--- src/rtl/plrt_pkg.sv ---
// shared types and constants of the piecewise-linear rgba transfer lut
// no dependencies; imported by every module of the block

package plrt_pkg;

	localparam int MAX_POINTS    = 16;
	localparam int TABLE_ENTRIES = 255;
	localparam int IDX_W         = $clog2(MAX_POINTS);
	localparam int CNT_W         = $clog2(MAX_POINTS + 1);
	localparam int DIV_STEPS     = 8;
	localparam int STEP_W        = $clog2(DIV_STEPS);
	localparam logic [7:0] END_KEY = 8'd255;

	typedef enum logic [1:0] {
		KIND_INSERT = 2'd0,
		KIND_CLEAR  = 2'd1,
		KIND_LOOKUP = 2'd2,
		KIND_NONE   = 2'd3
	} kind_e;

	typedef enum logic [1:0] {
		ST_OK    = 2'd0,
		ST_FULL  = 2'd1,
		ST_DUP   = 2'd2,
		ST_RANGE = 2'd3
	} status_e;

	typedef struct packed {
		logic [7:0]      key;
		logic [3:0][7:0] ch;
	} point_t;

	// controller to datapath
	typedef struct packed {
		logic    load;
		logic    clear;
		logic    rd_ptr;
		logic    ptr_inc;
		logic    shift_init;
		logic    shift_rd;
		logic    shift_wr;
		logic    ins_write;
		logic    take_lo;
		logic    take_hi;
		logic    mul;
		logic    div_step;
		logic    st_we;
		status_e st_code;
		logic    res_load;
	} cmd_t;

	// datapath to controller
	typedef struct packed {
		logic             at_end;
		logic             key_lt;
		logic             key_eq;
		logic             key_le;
		logic             full;
		logic             shift_done;
		logic             div_done;
		logic             out_free;
		logic             in_oor;
		logic [CNT_W-1:0] count;
	} sts_t;

endpackage

--- src/rtl/piecewise_linear_rgba_transfer_lut_top.sv ---
// Piecewise-linear RGBA transfer lut: keeps up to 16 control points sorted by key in a
// point memory with one read and one write port and answers insert, clear and lookup
// transactions one at a time, each giving one result. An insert walks the memory one
// entry at a time to find the slot, then moves the entries above it up one at a time;
// a duplicate or full insert ends after the walk. A lookup walks the stored points
// until the segment is found, then takes a multiply step, then four restoring
// dividers, one per channel, run side by side for 8 steps. The next transaction is
// accepted while a result waits on the output. No clearing pass is needed after reset.

module piecewise_linear_rgba_transfer_lut_top import plrt_pkg::*; (
	input  logic       clk,
	input  logic       arst_n,
	input  logic       in_valid,
	output logic       in_ready,
	input  logic [1:0] kind,
	input  logic [7:0] key_index,
	input  logic [7:0] red_in,
	input  logic [7:0] green_in,
	input  logic [7:0] blue_in,
	input  logic [7:0] alpha_in,
	output logic       out_valid,
	input  logic       out_ready,
	output logic [7:0] red_out,
	output logic [7:0] green_out,
	output logic [7:0] blue_out,
	output logic [7:0] alpha_out,
	output logic [1:0] status
);

	cmd_t cmd;
	sts_t sts;

	plrt_ctrl u_ctrl (
		.clk      (clk),
		.arst_n   (arst_n),
		.in_valid (in_valid),
		.in_ready (in_ready),
		.kind     (kind),
		.sts      (sts),
		.cmd      (cmd)
	);

	plrt_dpath u_dpath (
		.clk        (clk),
		.arst_n     (arst_n),
		.cmd        (cmd),
		.sts        (sts),
		.kind       (kind),
		.key_index  (key_index),
		.red_in     (red_in),
		.green_in   (green_in),
		.blue_in    (blue_in),
		.alpha_in   (alpha_in),
		.out_valid  (out_valid),
		.out_ready  (out_ready),
		.red_out    (red_out),
		.green_out  (green_out),
		.blue_out   (blue_out),
		.alpha_out  (alpha_out),
		.status     (status)
	);

`ifndef SYNTH
	a_count_bound: assert property (@(posedge clk) disable iff (!arst_n)
		sts.count <= CNT_W'(MAX_POINTS))
		else $error("point count above capacity");

	a_idle_no_write: assert property (@(posedge clk) disable iff (!arst_n)
		in_ready |-> !cmd.shift_wr && !cmd.ins_write && !cmd.res_load)
		else $error("memory or result written while idle");

	a_clear_empties: assert property (@(posedge clk) disable iff (!arst_n)
		in_valid && in_ready && kind == KIND_CLEAR |=> sts.count == '0)
		else $error("clear left points in store");

	a_reject_black: assert property (@(posedge clk) disable iff (!arst_n)
		out_valid && (status == ST_FULL || status == ST_DUP) |->
		red_out == 8'd0 && green_out == 8'd0 && blue_out == 8'd0 && alpha_out == 8'd0)
		else $error("rejected insert carries color");
`endif

endmodule

--- src/rtl/plrt_ctrl.sv ---
// controller state machine of the transfer lut: sequences insert, clear and lookup
// depends on plrt_pkg for the command and status structs

module plrt_ctrl import plrt_pkg::*; (
	input  logic       clk,
	input  logic       arst_n,
	input  logic       in_valid,
	output logic       in_ready,
	input  logic [1:0] kind,
	input  sts_t       sts,
	output cmd_t       cmd
);

	typedef enum logic [10:0] {
		S_IDLE = 11'b00000000001,
		S_ISRD = 11'b00000000010,
		S_ISCM = 11'b00000000100,
		S_IDEC = 11'b00000001000,
		S_SHRD = 11'b00000010000,
		S_SHWR = 11'b00000100000,
		S_IWR  = 11'b00001000000,
		S_LSRD = 11'b00010000000,
		S_LSCM = 11'b00100000000,
		S_LMUL = 11'b01000000000,
		S_LDIV = 11'b10000000000
	} state_e;

	state_e state_q, state_d;
	logic   fin_q, fin_d;

	assign in_ready = (state_q == S_IDLE) && !fin_q;

	always_comb begin
		state_d = state_q;
		fin_d   = fin_q;
		cmd     = '0;
		cmd.st_code = ST_OK;
		if (fin_q) begin
			// result waits here until the output register is free
			if (sts.out_free) begin
				cmd.res_load = 1'b1;
				fin_d = 1'b0;
			end
		end else begin
			case (state_q)
				S_IDLE: begin
					if (in_valid) begin
						cmd.load = 1'b1;
						case (kind_e'(kind))
							KIND_INSERT: state_d = S_ISRD;
							KIND_CLEAR: begin
								cmd.clear = 1'b1;
								fin_d = 1'b1;
							end
							KIND_LOOKUP: begin
								if (sts.in_oor)
									fin_d = 1'b1;
								else
									state_d = S_LSRD;
							end
							default: fin_d = 1'b1;
						endcase
					end
				end
				S_ISRD: begin
					if (sts.at_end) begin
						state_d = S_IDEC;
					end else begin
						cmd.rd_ptr = 1'b1;
						state_d = S_ISCM;
					end
				end
				S_ISCM: begin
					if (sts.key_lt) begin
						cmd.ptr_inc = 1'b1;
						state_d = S_ISRD;
					end else if (sts.key_eq) begin
						cmd.st_we   = 1'b1;
						cmd.st_code = ST_DUP;
						state_d = S_IDLE;
						fin_d = 1'b1;
					end else begin
						state_d = S_IDEC;
					end
				end
				S_IDEC: begin
					if (sts.full) begin
						cmd.st_we   = 1'b1;
						cmd.st_code = ST_FULL;
						state_d = S_IDLE;
						fin_d = 1'b1;
					end else begin
						cmd.shift_init = 1'b1;
						state_d = S_SHRD;
					end
				end
				S_SHRD: begin
					if (sts.shift_done) begin
						state_d = S_IWR;
					end else begin
						cmd.shift_rd = 1'b1;
						state_d = S_SHWR;
					end
				end
				S_SHWR: begin
					cmd.shift_wr = 1'b1;
					state_d = S_SHRD;
				end
				S_IWR: begin
					cmd.ins_write = 1'b1;
					state_d = S_IDLE;
					fin_d = 1'b1;
				end
				S_LSRD: begin
					if (sts.at_end) begin
						state_d = S_LMUL;
					end else begin
						cmd.rd_ptr = 1'b1;
						state_d = S_LSCM;
					end
				end
				S_LSCM: begin
					if (sts.key_le) begin
						cmd.take_lo = 1'b1;
						state_d = S_LSRD;
					end else begin
						cmd.take_hi = 1'b1;
						state_d = S_LMUL;
					end
				end
				S_LMUL: begin
					cmd.mul = 1'b1;
					state_d = S_LDIV;
				end
				S_LDIV: begin
					cmd.div_step = 1'b1;
					if (sts.div_done) begin
						state_d = S_IDLE;
						fin_d = 1'b1;
					end
				end
				default: state_d = S_IDLE;
			endcase
		end
	end

	always_ff @(posedge clk or negedge arst_n) begin
		if (!arst_n) begin
			state_q <= S_IDLE;
			fin_q   <= 1'b0;
		end else begin
			state_q <= state_d;
			fin_q   <= fin_d;
		end
	end

endmodule

--- src/rtl/plrt_dpath.sv ---
// datapath of the transfer lut: point memory, search pointers, interpolation
// multipliers, bit-serial dividers and output register; depends on plrt_pkg

module plrt_dpath import plrt_pkg::*; (
	input  logic       clk,
	input  logic       arst_n,
	input  cmd_t       cmd,
	output sts_t       sts,
	input  logic [1:0] kind,
	input  logic [7:0] key_index,
	input  logic [7:0] red_in,
	input  logic [7:0] green_in,
	input  logic [7:0] blue_in,
	input  logic [7:0] alpha_in,
	output logic       out_valid,
	input  logic       out_ready,
	output logic [7:0] red_out,
	output logic [7:0] green_out,
	output logic [7:0] blue_out,
	output logic [7:0] alpha_out,
	output logic [1:0] status
);

	point_t           mem [MAX_POINTS];
	point_t           rdata_q;
	point_t           new_q;
	point_t           lo_q, hi_q;
	logic [CNT_W-1:0] cnt_q, ptr_q, j_q, jm1;
	logic [7:0]       d_q;
	logic [3:0][15:0] work_q, work_d, num_d;
	logic [STEP_W-1:0] step_q;
	status_e          status_q;
	logic             lookup_q;
	logic             out_valid_q;
	logic [3:0][7:0]  col_out_q;
	logic [1:0]       status_out_q;
	logic             in_oor;
	logic [7:0]       d_raw, k_raw, d_c, k_c;

	assign in_oor = ({1'b0, key_index} >= 9'(TABLE_ENTRIES));
	assign jm1    = j_q - CNT_W'(1);

	assign sts.at_end     = (ptr_q == cnt_q);
	assign sts.key_lt     = (rdata_q.key < new_q.key);
	assign sts.key_eq     = (rdata_q.key == new_q.key);
	assign sts.key_le     = (rdata_q.key <= new_q.key);
	assign sts.full       = (cnt_q == CNT_W'(MAX_POINTS));
	assign sts.shift_done = (j_q == ptr_q);
	assign sts.div_done   = (step_q == STEP_W'(DIV_STEPS - 1));
	assign sts.out_free   = !out_valid_q || out_ready;
	assign sts.in_oor     = in_oor;
	assign sts.count      = cnt_q;

	// point memory, one read and one write port
	always_ff @(posedge clk) begin
		if (cmd.rd_ptr)
			rdata_q <= mem[ptr_q[IDX_W-1:0]];
		else if (cmd.shift_rd)
			rdata_q <= mem[jm1[IDX_W-1:0]];
		if (cmd.shift_wr)
			mem[j_q[IDX_W-1:0]] <= rdata_q;
		else if (cmd.ins_write)
			mem[ptr_q[IDX_W-1:0]] <= new_q;
	end

	always_ff @(posedge clk or negedge arst_n) begin
		if (!arst_n) begin
			cnt_q  <= '0;
			ptr_q  <= '0;
			j_q    <= '0;
			step_q <= '0;
		end else begin
			if (cmd.clear)
				cnt_q <= '0;
			else if (cmd.ins_write)
				cnt_q <= cnt_q + CNT_W'(1);
			if (cmd.load)
				ptr_q <= '0;
			else if (cmd.ptr_inc || cmd.take_lo)
				ptr_q <= ptr_q + CNT_W'(1);
			if (cmd.shift_init)
				j_q <= cnt_q;
			else if (cmd.shift_wr)
				j_q <= jm1;
			if (cmd.mul)
				step_q <= '0;
			else if (cmd.div_step)
				step_q <= step_q + STEP_W'(1);
		end
	end

	// segment width and offset; a zero width cannot arise but is guarded
	always_comb begin
		d_raw = hi_q.key - lo_q.key;
		k_raw = new_q.key - lo_q.key;
		if (d_raw == 8'd0) begin
			d_c = 8'd1;
			k_c = 8'd0;
		end else begin
			d_c = d_raw;
			k_c = k_raw;
		end
	end

	always_comb begin
		logic [8:0] t;
		logic       ge;
		logic [7:0] up;
		for (int c = 0; c < 4; c++) begin
			num_d[c] = 16'(lo_q.ch[c]) * 16'(d_c - k_c) + 16'(hi_q.ch[c]) * 16'(k_c);
			// restoring step: upper byte of the work word stays below the divisor
			t  = {work_q[c][15:8], work_q[c][7]};
			ge = (t >= {1'b0, d_q});
			up = ge ? 8'(t - {1'b0, d_q}) : t[7:0];
			work_d[c] = {up, work_q[c][6:0], ge};
		end
	end

	always_ff @(posedge clk) begin
		if (cmd.load) begin
			new_q    <= '{key: key_index, ch: {alpha_in, blue_in, green_in, red_in}};
			lo_q     <= '0;
			hi_q     <= '{key: END_KEY, ch: '0};
			lookup_q <= (kind_e'(kind) == KIND_LOOKUP) && !in_oor;
			status_q <= ((kind_e'(kind) == KIND_LOOKUP) && in_oor) ? ST_RANGE : ST_OK;
		end else begin
			if (cmd.take_lo)
				lo_q <= rdata_q;
			if (cmd.take_hi)
				hi_q <= rdata_q;
			if (cmd.st_we)
				status_q <= cmd.st_code;
		end
		if (cmd.mul) begin
			work_q <= num_d;
			d_q    <= d_c;
		end else if (cmd.div_step) begin
			work_q <= work_d;
		end
		if (cmd.res_load) begin
			for (int c = 0; c < 4; c++)
				col_out_q[c] <= lookup_q ? work_q[c][7:0] : 8'd0;
			status_out_q <= status_q;
		end
	end

	always_ff @(posedge clk or negedge arst_n) begin
		if (!arst_n)
			out_valid_q <= 1'b0;
		else if (cmd.res_load)
			out_valid_q <= 1'b1;
		else if (out_ready)
			out_valid_q <= 1'b0;
	end

	assign out_valid = out_valid_q;
	assign red_out   = col_out_q[0];
	assign green_out = col_out_q[1];
	assign blue_out  = col_out_q[2];
	assign alpha_out = col_out_q[3];
	assign status    = status_out_q;

endmodule

--- config.mk ---
export PLATFORM = sky130hd
export DESIGN_NAME = piecewise_linear_rgba_transfer_lut_top
export DESIGN_NICKNAME = d
export VERILOG_FILES = /design/src/rtl/plrt_pkg.sv /design/src/rtl/piecewise_linear_rgba_transfer_lut_top.sv /design/src/rtl/plrt_ctrl.sv /design/src/rtl/plrt_dpath.sv
export SDC_FILE = /design/constraint.sdc
export NUM_CORES = 2
export LEC_CHECK = 0
export ABC_AREA = 1
export CELL_PAD_IN_SITES_DETAIL_PLACEMENT = 0
export CELL_PAD_IN_SITES_GLOBAL_PLACEMENT = 2
export CORE_MARGIN = 3
export CORE_UTILIZATION = 38
export CTS_CLUSTER_SIZE = 40
export DETAILED_ROUTE_END_ITERATION = 7
export DONT_BUFFER_PORTS = 1
export PLACE_DENSITY = 0.88
export SYNTH_ARGS = -nofsm -noshare
export SYNTH_HDL_FRONTEND = slang
export SYNTH_SLANG_ARGS = --single-unit
--- constraint.sdc ---
create_clock -name clk -period 8.05 [get_ports clk]
set_clock_uncertainty 0.1 [all_clocks]
set_input_delay 0.805 -clock clk [delete_from_list [all_inputs] [get_ports clk]]
set_output_delay 0.805 -clock clk [all_outputs]
set_load 0.005 [all_outputs]
==> flow_results.xml <==
<?xml version="1.0" encoding="UTF-8"?>
<metrics>
  <group name="placed_design">
    <metric name="gp_congestion" unit="">0.896</metric>
    <metric name="dp_hpwl" unit="mm">132</metric>
    <metric name="placement.cell_area" unit="um2">68900</metric>
    <metric name="place.port_buffers" unit="">0</metric>
  </group>
  <group name="synthesis">
    <metric name="postSynthCellCount" unit="">7195</metric>
    <metric name="synth.cell_area" unit="um2">65200</metric>
    <metric name="synth_enable_flop_cells" unit="">829</metric>
    <metric name="synth_sequential_area_ratio" unit="%">41.8</metric>
    <metric name="synth_fa_ha_area_share" unit="%">19.8</metric>
    <metric name="synth_area_leaders" unit="">sky130_fd_sc_hd__edfxtp_1 (38%), sky130_fd_sc_hd__fa_1 (14%), sky130_fd_sc_hd__inv_1 (6.8%), sky130_fd_sc_hd__o21ai_0 (6.2%), sky130_fd_sc_hd__nand2_1 (5.9%)</metric>
    <metric name="synth.yosys.warnings" unit="">0</metric>
    <metric name="synthSimpleGateAreaFrac" unit="%">13.6</metric>
    <metric name="synth.most_common_cell" unit="">sky130_fd_sc_hd__inv_1</metric>
    <metric name="synth.ff_latch_count" unit="">940</metric>
    <metric name="synth_cell_type_count" unit="">56</metric>
    <metric name="synth_area_per_cell" unit="um2">9.06</metric>
    <metric name="yosys_most_used_dff" unit="">sky130_fd_sc_hd__edfxtp_1</metric>
    <metric name="synth_nets" unit="">7992</metric>
    <metric name="async_flop_share" unit="%">3.30</metric>
    <metric name="synth.area.mux_share" unit="%">0</metric>
    <metric name="complex_gate_fraction_of_the_synthesized_area" unit="%">14.2</metric>
    <metric name="dominant_combinational_cell_family_by_area_after_synthesis" unit="">adder cells</metric>
    <metric name="post_synth_most_frequent_cells" unit="">sky130_fd_sc_hd__inv_1 (1179), sky130_fd_sc_hd__nand2_1 (1031), sky130_fd_sc_hd__edfxtp_1 (829), sky130_fd_sc_hd__o21ai_0 (808), sky130_fd_sc_hd__nor2_1 (679)</metric>
    <metric name="yosysTopAreaCellShare" unit="%">38.2</metric>
    <metric name="netlist.top_cell.by_area" unit="">sky130_fd_sc_hd__edfxtp_1</metric>
    <metric name="yosys.area_share.xor_xnor" unit="%">1.11</metric>
  </group>
  <group name="sta">
    <metric name="worst_slack" unit="ns">-0.0427</metric>
    <metric name="finalMaxSlewViolations" unit="">0</metric>
    <metric name="final_period_utilization" unit="%">101</metric>
    <metric name="setup_viol" unit="">4</metric>
    <metric name="max_slew_margin_vs_limit" unit="%">15.4</metric>
    <metric name="final.setup.tns" unit="ns">-0.0959</metric>
    <metric name="grt_setup_unrepaired" unit="">true</metric>
    <metric name="fmax" unit="MHz">124</metric>
    <metric name="finalWorstPathRequiredPeriod" unit="ns">8.09</metric>
    <metric name="final_hold_viol_count" unit="">0</metric>
    <metric name="worstMarginPinSlew" unit="ns">1.27</metric>
  </group>
  <group name="power_and_ir_drop">
    <metric name="power.switching" unit="mW">12.8</metric>
    <metric name="power.internal" unit="mW">15.1</metric>
    <metric name="combinationalPowerShare" unit="%">60.1</metric>
    <metric name="power.share.switching" unit="%">45.8</metric>
    <metric name="power.sequential.fraction" unit="%">22.2</metric>
    <metric name="power_per_cell_area" unit="nW/um2">371</metric>
    <metric name="p_clk_share" unit="%">17.7</metric>
    <metric name="vdd_ir_drop_max" unit="mV">0.465</metric>
    <metric name="leakage" unit="nW">30.6</metric>
  </group>
  <group name="setup_path">
    <metric name="maximum_cell_stage_delay_along_the_critical_path" unit="ns">0.55</metric>
    <metric name="path_class" unit="">register to register</metric>
    <metric name="critical-path-slowest-cell" unit="">sky130_fd_sc_hd__fa_1</metric>
    <metric name="crit_path_start_kind" unit="">register</metric>
    <metric name="critical_path_peak_fanout" unit="">7</metric>
    <metric name="endpoint_kind" unit="">register</metric>
    <metric name="r2r_setup_slack" unit="ns">-0.04</metric>
    <metric name="cp.arrival" unit="ns">8.43</metric>
    <metric name="critical-path-top-cell-by-count" unit="">sky130_fd_sc_hd__fa_1</metric>
    <metric name="crit_required" unit="ns">8.39</metric>
  </group>
  <group name="route">
    <metric name="routed_wirelength" unit="mm">210</metric>
    <metric name="post-route-drc-count" unit="">0</metric>
    <metric name="wl_per_cell" unit="um">21.8</metric>
    <metric name="antenna_left" unit="">0</metric>
    <metric name="avgViaCountPerCell" unit="">5.36</metric>
    <metric name="detailedRoute.firstPassIterationCount" unit="">6</metric>
    <metric name="vias" unit="">51500</metric>
    <metric name="detail_route.iter0.violations" unit="">4950</metric>
  </group>
  <group name="cells_and_area">
    <metric name="finalCoreUtilization" unit="%">44.4</metric>
    <metric name="stdcell_area" unit="um2">75400</metric>
    <metric name="number_of_nets_in_the_layout" unit="">8095</metric>
    <metric name="post_route_cells_drive_above_1_share" unit="%">12.8</metric>
    <metric name="p_r_area_growth_vs_syn" unit="%">15.7</metric>
    <metric name="fillers" unit="">16100</metric>
  </group>
  <group name="global_routing">
    <metric name="grt_pass1_wl" unit="mm">314</metric>
    <metric name="grt_start_max_net_pins" unit="">270</metric>
    <metric name="grt_overflow_total" unit="">0</metric>
    <metric name="track_usage" unit="%">23.3</metric>
    <metric name="grt_pass1_vias" unit="">50100</metric>
    <metric name="grt_antenna_before_repair" unit="">5</metric>
  </group>
  <group name="outcome">
    <metric name="outcome" unit="">complete, but fails checks</metric>
    <metric name="violations" unit="">setup timing</metric>
  </group>
  <group name="flow_run">
    <metric name="max_cap_violations" unit="">0</metric>
  </group>
  <group name="floorplanning">
    <metric name="coreArea" unit="um2">170000</metric>
    <metric name="floorplan.die.width" unit="um">420</metric>
    <metric name="die_area" unit="um2">177000</metric>
    <metric name="floorplan.rows" unit="">151</metric>
    <metric name="die_height" unit="um">420</metric>
    <metric name="io_pins" unit="">82</metric>
    <metric name="start_util" unit="%">38.4</metric>
  </group>
  <group name="min_path">
    <metric name="worstHoldPathType" unit="">input port to register</metric>
  </group>
  <group name="clock_tree">
    <metric name="clk_root_buffer_cell" unit="">sky130_fd_sc_hd__clkbuf_16</metric>
    <metric name="clk_pin_slew_worst_paths" unit="ns">0.06</metric>
    <metric name="number_of_buffers_created_by_cts" unit="">105</metric>
    <metric name="clock_insertion_delay_at_the_later_pin_of_the_skew_report" unit="ns">0.75</metric>
    <metric name="cts_max_path_buffers" unit="">3</metric>
    <metric name="cts-htree-levels" unit="">3</metric>
    <metric name="tritoncts" unit="">yes</metric>
    <metric name="tritoncts_num_sinks" unit="">940</metric>
  </group>
</metrics>
[sequential cells by signal, indices dropped and copies added (netlist names)]
signal / count
u_dpath.status_q: 2
u_dpath.blue_out: 8
u_dpath.cnt_q: 5
u_dpath.work_d: 28
u_ctrl.state_q: 11
u_dpath.ptr_q: 5
u_dpath.lo_q: 40
u_dpath.step_q: 3
u_dpath.status: 2
u_dpath.work_q: 36
u_dpath.mem: 640
u_dpath.hi_q: 40
u_dpath.green_out: 8
u_dpath.out_valid: 1
u_dpath.rdata_q: 40
u_ctrl.fin_q: 1
u_dpath.lookup_q: 1
u_dpath.new_q: 40
u_dpath.alpha_out: 8
u_dpath.red_out: 8
u_dpath.j_q: 5
u_dpath.d_q: 8
[power by group through the flow]
stage          registers, mW  clock network (mW)  logic (mW)
3_5_place_dp            6.31                   0        13.1
3_3_place_gp            6.31                   0        13.0
5_1_grt                 6.24                5.24        18.1
6_report                6.21                4.95        16.8
2_1_floorplan           6.09                   0        7.95
4_1_cts                 6.21                5.03        14.6
[final timing paths]
kind,cells past startpoint,to,startpoint
hold / removal,0,u_dpath.new_q[18]$_DFFE_PP_,blue_in[2]
setup reg to reg,42,u_dpath.work_q[28]$_DFFE_PP_,u_dpath.hi_q[32]$_SDFFE_PP1P_
hold reg to reg,0,u_dpath.status[1]$_DFFE_PP_,u_dpath.status_q[1]$_DFFE_PP_
setup / recovery,42,u_dpath.work_q[28]$_DFFE_PP_,u_dpath.hi_q[32]$_SDFFE_PP1P_
min in group asynchronous,2,u_dpath.cnt_q[0]$_DFFE_PN0P_,arst_n
max in group asynchronous,2,u_ctrl.state_q[0]$_DFFE_PN1P_,arst_n
[layout make-up]
class	instances	area [um2]	area share, %
sequential	940	27300	36.2
timing repair buffer	362	3250	4.31
multi-input combinational	4680	34000	45.0
inverter	1209	4620	6.12
antenna	2	5.00	0.00663
clock buffer	131	2770	3.67
tap	2218	2780	3.68
clock inverter	63	762	1.01
[cells by family after synthesis]
logic type,Yosys count
DFF,940
adders and majority gates,751
AOI/OAI and AO/OA,1684
xor gates and xnor gates,81
buffers and inverters,1575
and+or+nand+nor,2164
[what timing repair did]
action                                  4_1_cts  5_1_grt
pin swaps                                    69      269
endpoints found under the setup margin       35       41
buffers inserted                             29       34
gates cloned                                  4        4
gates resized for setup                     126      401
hold endpoints to repair                     43        0
hold buffers                                 14        0
[through the flow]
step	power [mW]	hold WS (ns)	setup WS [ns]	std cells
floorplan	14.0	0.300	0.0123	7195
global placement	19.3	0.305	-0.185	9324
detailed placement	19.4	0.309	-0.286	9324
CTS	25.8	0.00348	-0.00384	9565
global route	29.5	0.0146	-0.402	9603
finish	28.0	0.0512	-0.0427	9605
[layout by cell type (no fill, tap or decap), types with 10 or more instances in the layout]
cell / netlist / routed
sky130_fd_sc_hd__clkinv_2: 0 / 19
sky130_fd_sc_hd__nand2_1: 1031 / 949
sky130_fd_sc_hd__o21ai_0: 808 / 781
sky130_fd_sc_hd__bufinv_16: 0 / 12
sky130_fd_sc_hd__or2_2: 14 / 10
sky130_fd_sc_hd__edfxtp_1: 829 / 829
sky130_fd_sc_hd__dfxtp_1: 80 / 78
sky130_fd_sc_hd__a21oi_2: 1 / 21
sky130_fd_sc_hd__o21a_1: 11 / 11
sky130_fd_sc_hd__a21oi_4: 0 / 16
sky130_fd_sc_hd__nand2_2: 1 / 50
sky130_fd_sc_hd__nor2_2: 6 / 33
sky130_fd_sc_hd__nor2_1: 679 / 617
sky130_fd_sc_hd__dlygate4sd3_1: 0 / 13
sky130_fd_sc_hd__nor2_4: 0 / 35
sky130_fd_sc_hd__dfrtp_1: 30 / 26
sky130_fd_sc_hd__inv_1: 1179 / 1113
sky130_fd_sc_hd__buf_4: 8 / 292
sky130_fd_sc_hd__nand3_2: 6 / 25
sky130_fd_sc_hd__fa_2: 0 / 21
sky130_fd_sc_hd__clkbuf_1: 228 / 23
sky130_fd_sc_hd__ha_4: 0 / 49
sky130_fd_sc_hd__xnor2_1: 40 / 34
sky130_fd_sc_hd__xor2_1: 39 / 38
sky130_fd_sc_hd__buf_12: 0 / 19
sky130_fd_sc_hd__inv_2: 14 / 67
sky130_fd_sc_hd__o21ai_1: 2 / 21
sky130_fd_sc_hd__nand2_4: 4 / 33
sky130_fd_sc_hd__clkinv_1: 15 / 32
sky130_fd_sc_hd__nor3_1: 21 / 17
sky130_fd_sc_hd__a21oi_1: 527 / 491
sky130_fd_sc_hd__nand4_1: 27 / 27
sky130_fd_sc_hd__nand3_1: 357 / 330
sky130_fd_sc_hd__a31oi_1: 41 / 39
sky130_fd_sc_hd__ha_1: 280 / 231
sky130_fd_sc_hd__clkbuf_16: 0 / 110
sky130_fd_sc_hd__fa_1: 471 / 450
sky130_fd_sc_hd__o211ai_1: 255 / 255
sky130_fd_sc_hd__buf_6: 11 / 29
[worst max-delay path, delay by kind of cell (launching register included)]
kind                       cells  cell delay [ns]
AOI/OAI and AO/OA              6             0.72
adders and majority gates     10             4.04
and+or+nand+nor               13             1.47
xor gates and xnor gates       1             0.16
buffers and inverters         12             0.99
DFF                            1             0.31
[per-layer routing]
layer	GRT usage [%]	wire length [um]	part of all wire (%)
met5	0	6	0.0029
met4	8.60	9240	4.4
met3	2.79	12700	6.1
met2	38.5	98700	47
met1	31.6	89000	42
(Power assumes the default switching activity.)
